--- config.mk ---
export PLATFORM = sky130hd
export DESIGN_NAME = fct_mac
export DESIGN_NICKNAME = d
export VERILOG_FILES = /design/src/rtl/core/fct_pkg.sv /design/src/rtl/core/fct_mac.sv
export SDC_FILE = /design/constraint.sdc
export NUM_CORES = 2
export LEC_CHECK = 0
export ABC_AREA = 1
export ABC_CLOCK_PERIOD_IN_PS = 16200
export BUFFER_PORTS_ARGS = -buffer_cell sky130_fd_sc_hd__clkbuf_2
export CORE_UTILIZATION = 34
export DETAILED_ROUTE_END_ITERATION = 8
export GPL_TIMING_DRIVEN = 0
export PLACE_DENSITY = 0.59
export SYNTH_ARGS = -nofsm -noshare
export SYNTH_HDL_FRONTEND = slang
export SYNTH_SLANG_ARGS = --single-unit
--- constraint.sdc ---
create_clock -name clk -period 16.2 [get_ports clk]
set_input_delay 0.81 -clock clk [delete_from_list [all_inputs] [get_ports clk]]
set_output_delay 0.81 -clock clk [all_outputs]
set_load 0.05 [all_outputs]
--- src/rtl/core/fct_pkg.sv ---
`default_nettype none
// ----------------------------------------------------------------------------
// fct_pkg
// shared constants, codes and types of the frustum cull tester
// ----------------------------------------------------------------------------
package fct_pkg;

  localparam int NUM_PLANES = 6;
  localparam int NUM_COEFS  = NUM_PLANES * 4;
  localparam int PLANE_W    = (NUM_PLANES > 1) ? $clog2(NUM_PLANES) : 1;
  localparam int ADDR_W     = $clog2(NUM_COEFS);

  // multiplier operands, product and accumulator widths
  localparam int OP_W   = 33;
  localparam int PROD_W = 2 * OP_W;
  localparam int ACC_W  = PROD_W + 2;

  // request kinds
  localparam logic [1:0] REQ_WRITE  = 2'd0;
  localparam logic [1:0] REQ_POINT  = 2'd1;
  localparam logic [1:0] REQ_SPHERE = 2'd2;
  localparam logic [1:0] REQ_BOX    = 2'd3;

  // coefficient slots within a plane
  localparam logic [1:0] COEF_A = 2'd0;
  localparam logic [1:0] COEF_B = 2'd1;
  localparam logic [1:0] COEF_C = 2'd2;
  localparam logic [1:0] COEF_D = 2'd3;

  // terms of one plane sum, in issue order
  localparam int TERM_W = 3;
  localparam logic [TERM_W-1:0] TERM_D     = 3'd0;  // d * 2^16
  localparam logic [TERM_W-1:0] TERM_AX    = 3'd1;  // a * x
  localparam logic [TERM_W-1:0] TERM_BY    = 3'd2;  // b * y
  localparam logic [TERM_W-1:0] TERM_CZ    = 3'd3;  // c * z
  localparam logic [TERM_W-1:0] TERM_EXTRA = 3'd4;  // radius * 2^16 or |a| * hx
  localparam logic [TERM_W-1:0] TERM_BHY   = 3'd5;  // |b| * hy
  localparam logic [TERM_W-1:0] TERM_CHZ   = 3'd6;  // |c| * hz

  localparam logic signed [OP_W-1:0] Q_ONE = 33'sd65536;

  typedef struct packed {
    logic               en;
    logic [ADDR_W-1:0]  addr;
    logic [31:0]        data;
  } coef_wr_t;

  typedef struct packed {
    logic issue;
    logic first;
    logic last;
    logic last_plane;
  } mac_ctl_t;

  typedef struct packed {
    logic fail;
    logic all_done;
  } mac_sts_t;

endpackage
`default_nettype wire

--- src/rtl/core/fct_mac.sv ---
`default_nettype none
// ----------------------------------------------------------------------------
// fct_mac
// shared multiply-accumulate unit: registered product, then exact accumulate
// ----------------------------------------------------------------------------
module fct_mac (
  input  wire logic                            clk,
  input  wire logic                            rst,
  input  wire fct_pkg::mac_ctl_t               ctl,
  input  wire logic signed [fct_pkg::OP_W-1:0] op_a,
  input  wire logic signed [fct_pkg::OP_W-1:0] op_b,
  output fct_pkg::mac_sts_t                    sts
);
  import fct_pkg::*;

  logic signed [PROD_W-1:0] prod;
  mac_ctl_t                 prod_ctl;
  logic signed [ACC_W-1:0]  acc;
  logic signed [ACC_W-1:0]  acc_next;
  logic signed [ACC_W-1:0]  prod_ext;

  // product stage
  always_ff @(posedge clk) begin
    prod <= op_a * op_b;
    if (rst) begin
      prod_ctl <= '0;
    end else begin
      prod_ctl <= ctl;
    end
  end

  assign prod_ext = ACC_W'(prod);
  assign acc_next = prod_ctl.first ? prod_ext : acc + prod_ext;

  // accumulate stage
  always_ff @(posedge clk) begin
    if (prod_ctl.issue) begin
      acc <= acc_next;
    end
    if (rst) begin
      sts <= '0;
    end else begin
      sts.fail       <= prod_ctl.issue && prod_ctl.last && acc_next[ACC_W-1];
      sts.all_done   <= prod_ctl.issue && prod_ctl.last && prod_ctl.last_plane;
    end
  end

endmodule
`default_nettype wire

Yosys cells after proc, flatten, opt, wreduce, memory -nomap -nowiden

Index checks and enable logic that the tools add are counted.

Add/subtract/negate cells: 1
Multiply operators: 1
Div/mod/pow operators: 0
Magnitude comparators: 0
Equality and inequality tests: 0
Shifts and indexed selects: 0
Mux-type cells: 1
Bitwise operators: 0
Reduce and logical (&&, ||, !) cells: 3

Operator list:

| kind              | count |
|---|---|
| $add 68x66->68    | 1 |
| $mux 68           | 1 |
| $mul 33x33->66    | 1 |
| $logic_and 1x1->1 | 3 |

Flip-flop bits (word level): 140
Bits in latches: 0
RAM bits: 0
Bits in read-only memories: 0
Input bits: 72
Output and inout port bits: 2
Word-level logic and storage cells: 14
Memories: 0

Logic depth before layout (Yosys ltp)

Depth after elaboration: 3
Mapped depth: 33
Depth with buffers taken out: 31

Least setup slack after synthesis

No wires, ideal clock.

Path kind: input to register
Start point: input op_a[32] (netlist name)
End point: register prod[65]
Library setup time: 0.113 ns
Arrival: 7.649 ns
Data required time: 16.087 ns
Setup slack: 8.438 ns
Stages: 28
Path buffers: 2
Path through: clkbuf_1 > clkbuf_1 > nand2_1 > inv_1 > fa_1 > inv_1 > fa_1 > fa_1 > inv_1 > fa_1 > fa_1 > fa_1 > fa_1 > inv_1 > fa_1 > inv_1 > ha_1 > a21o_1 > a21oi_1 > nor2_1 > nor2_1 > nor2_1 > nor2_1 > o21ai_0 > a21oi_2 > inv_1 > nand2_1 > nand2_1

Longest elaborated chain between the ends: 1

RTL lines:

| element                | line          | RTL |
|---|---|---|
| start: declaration     | fct_mac.sv:10 | `input wire logic signed [fct_pkg::OP_W-1:0] op_a,` |
| $mul 33x33->66         | fct_mac.sv:24 | `prod <= op_a * op_b;` |
| end signal: assignment | fct_mac.sv:24 |  |
| end: declaration       | fct_mac.sv:16 | `logic signed [PROD_W-1:0] prod;` |

Every way passes these cells.
A chain may end at the register's enable or synchronous reset.

Worst setup path after layout

Start point: input op_b[9] (netlist name)
End point: register prod[56]

Longest elaborated chain between the ends: 1

RTL lines:

| element            | line          | RTL |
|---|---|---|
| start: declaration | fct_mac.sv:11 | `input wire logic signed [fct_pkg::OP_W-1:0] op_b,` |
| $mul 33x33->66     | fct_mac.sv:24 |  |

Every way passes these cells.

==> out/qor.csv <==
metric,value,unit
Slew @ Worst Pin,1540,ps
max frequency,105,MHz
layout cells sized above 1,2.55,%
Detail Placement HPWL,172,mm
Global Route Usage Sum,27.6,%
# IOs,74,
final-report setup violation count,0,
Root Driver,clkbuf_16,
period utilisation layout,58.7,%
reg2reg start,prod[0],
PortBufs,8,
r2r worst-path depth,15,
nets@finish,8108,
worst clock skew,24.4,ps
"EDFF count, synth",68,
post-synthesis average cell area,7.70,um^2
mapped cell area,0.0506,mm^2
Slew HR,-2.72,%
cell taking the most area after synthesis,fa_1,
Worst path most repeated cell,fa_1,
Synth-to-Final Area Change,6.07,%
initial antenna violation count,15,
"top cells by area, synth","fa_1 45%, inv_1 15%, nand2_1 12%",
Skew-Pair Late Insertion Delay,450,ps
hold buffers post-CTS,0,
Worst Path Required,16520,ps
Starting Density,34.3,%
top-count cell post-synth,inv_1,
Worst setup endpoint,prod[56],
gr ovfl total,0,
Routed Wire Length,206,mm
top cell type's share of synthesized area,45.3,%
largest net degree at the start of global routing,41,
slowest CP cell,clkbuf_1,
met3 wire length,21.4,mm
Die ar.,0.150,mm^2
max incr delay on CP,1030,ps
Critical Path AT,9830,ps
routed vias,42976,
syn_nets,8080,
DR DRC count,0,
row cnt,141,
post-cts resize count,0,
antenna-violating nets left,0,
Setup TNS,0,ps
total clock buffers created by CTS,17,
failing checks,"capacitance limit, slew limit",
Pre-antenna DRT Iters,6,
vias in the first global route,45007,
first-pass GRT wire length,301,mm
Initial DRC Count,4397,
TritonCTS sink count,140,
Cell variety after synth,54,
vias per cell,5.02,
GPL Wtd Cong,1.03,
post-CTS setup buffer count,0,
TritonCTS clock tree,built,
top layer in use,met5,
Crit Path Class,in2reg,
most frequent cells after synthesis,"1958 x inv_1, 1671 x nand2_1, 1146 x fa_1",
Seq cells post-synth,140,
share of the yosys chip area belonging to registers,6.88,%
Clock Path Buffers,2,
"FFs w/ async S/R, synth",0,%
run status,"complete, but fails checks",
M1 wire length,81.1,mm
RSZ-0062 raised after global routing,false,
CP Launch Point,op_b[9],
max-cap violations,2,
Syn Inst Count,6578,
Synth Warn #,0,
Clock transition at path regs,80,ps
min-delay worst type,reg2reg,
min cycle time layout,9510,ps
htree depth,4,
die extent in x,388,um
CORE AREA,0.148,mm^2
average wire per standard cell,24.1,um
Reg-to-Reg End,acc[62],
crit-path max FO,10,
met2 WL post-DR,90.0,mm
chip height,388,um
R2R setup slack,13260,ps
Worst Setup End Kind,register,
top_reg_cell synth,dfxtp_1,
Slew Limit Fails,11,
count of final hold-check violations,0,
startpoint types,primary input,
cell type report:
| class | instances | area, um^2 |
|---|---|---|
| clock inverters | 12 | 124 |
| plain buffers | 277 | 1040 |
| flip-flops and latches | 140 | 3490 |
| well taps | 1930 | 2410 |
| multi-input cells | 4195 | 38700 |
| fillers | 15798 | 94100 |
| inverters | 1966 | 7380 |
| repair buffers | 9 | 67.6 |
| diodes | 4 | 10.0 |
| clock buffers | 20 | 447 |
layout by cell type (no fill, tap or decap), drive strengths merged, types with 9 or more instances in the layout:
cell type	Yosys	routed
inv	1965	1973
nand2	1698	1698
fa	1146	1146
nor2	341	341
clkbuf	269	297
ha	284	284
a21oi	190	190
nand3	142	142
o21ai	120	120
dfxtp	72	72
edfxtp	68	68
xor2	55	55
or2	37	37
o21bai	29	29
nor3	26	26
nand3b	22	22
nand4	20	20
xnor2	17	17
a21o	15	15
a21boi	11	11
buf	8	9
logic make-up (layout without fill, tap and decap cells):
family / after synthesis / count (layout) / synth area share (%)
xor gates and xnor gates: 72 / 72 / 1.25
DFF: 140 / 140 / 6.88
AOI/OAI and AO/OA: 393 / 393 / 4.50
adders and majority gates: 1430 / 1430 / 52.3
buffers and inverters: 2243 / 2284 / 16.6
and+or+nand+nor: 2300 / 2300 / 18.4
other: 0 / 4 / 0
metrics by stage:
| stage | area, um^2 | cells | utilization [%] | hold WS, ps | setup slack (ps) |
|---|---|---|---|---|---|
| 2_1_floorplan | 50600 | 6578 | - | 394 | 8440 |
| 3_3_place_gp | 53100 | 8516 | 35.9 | 409 | 6100 |
| 3_5_place_dp | 53100 | 8517 | 35.9 | 419 | 6250 |
| 4_1_cts | 53700 | 8549 | 36.3 | 430 | 6700 |
| 5_1_grt | 53700 | 8549 | 36.3 | 449 | 6580 |
| 6_report | 53700 | 8553 | 36.3 | 430 | 6690 |
worst min path at each step:
stage / cells past startpoint / to / start / slack [ps]
detailed placement: 2 / sts[0] / prod_ctl[0] / 420
CTS: 2 / sts[0] / prod_ctl[0] / 430
global route: 2 / sts[0] / prod_ctl[0] / 450
floorplan: 2 / sts[0] / prod_ctl[0] / 390
finish: 2 / sts[0] / prod_ctl[0] / 430
global placement: 2 / sts[0] / prod_ctl[0] / 410
metal layers:
layer / vias to the layer above / track usage (%)
met5: - / 0
met4: 16 / 14.6
met3: 520 / 7.00
met2: 2244 / 43.1
met1: 21549 / 35.2
li1: 18647 / -
sequential cells by signal, indices dropped and copies added (netlist names):
| name | flops |
|---|---|
| prod_ctl | 4 |
| prod | 66 |
| sts | 2 |
| acc | 68 |
worst max-delay path: cells and delay by family:
kind                     cells  cell delay, ps
AO/OA/AOI/OAI                1             120
AND/OR/NAND/NOR              7            1580
adder cells (fa/ha/maj)      9            4750
buffers and inverters        9            2530
Power is left out: the tool's default activity adds up to more than one toggle a clock period on the data nets, which glitch-free logic cannot reach.
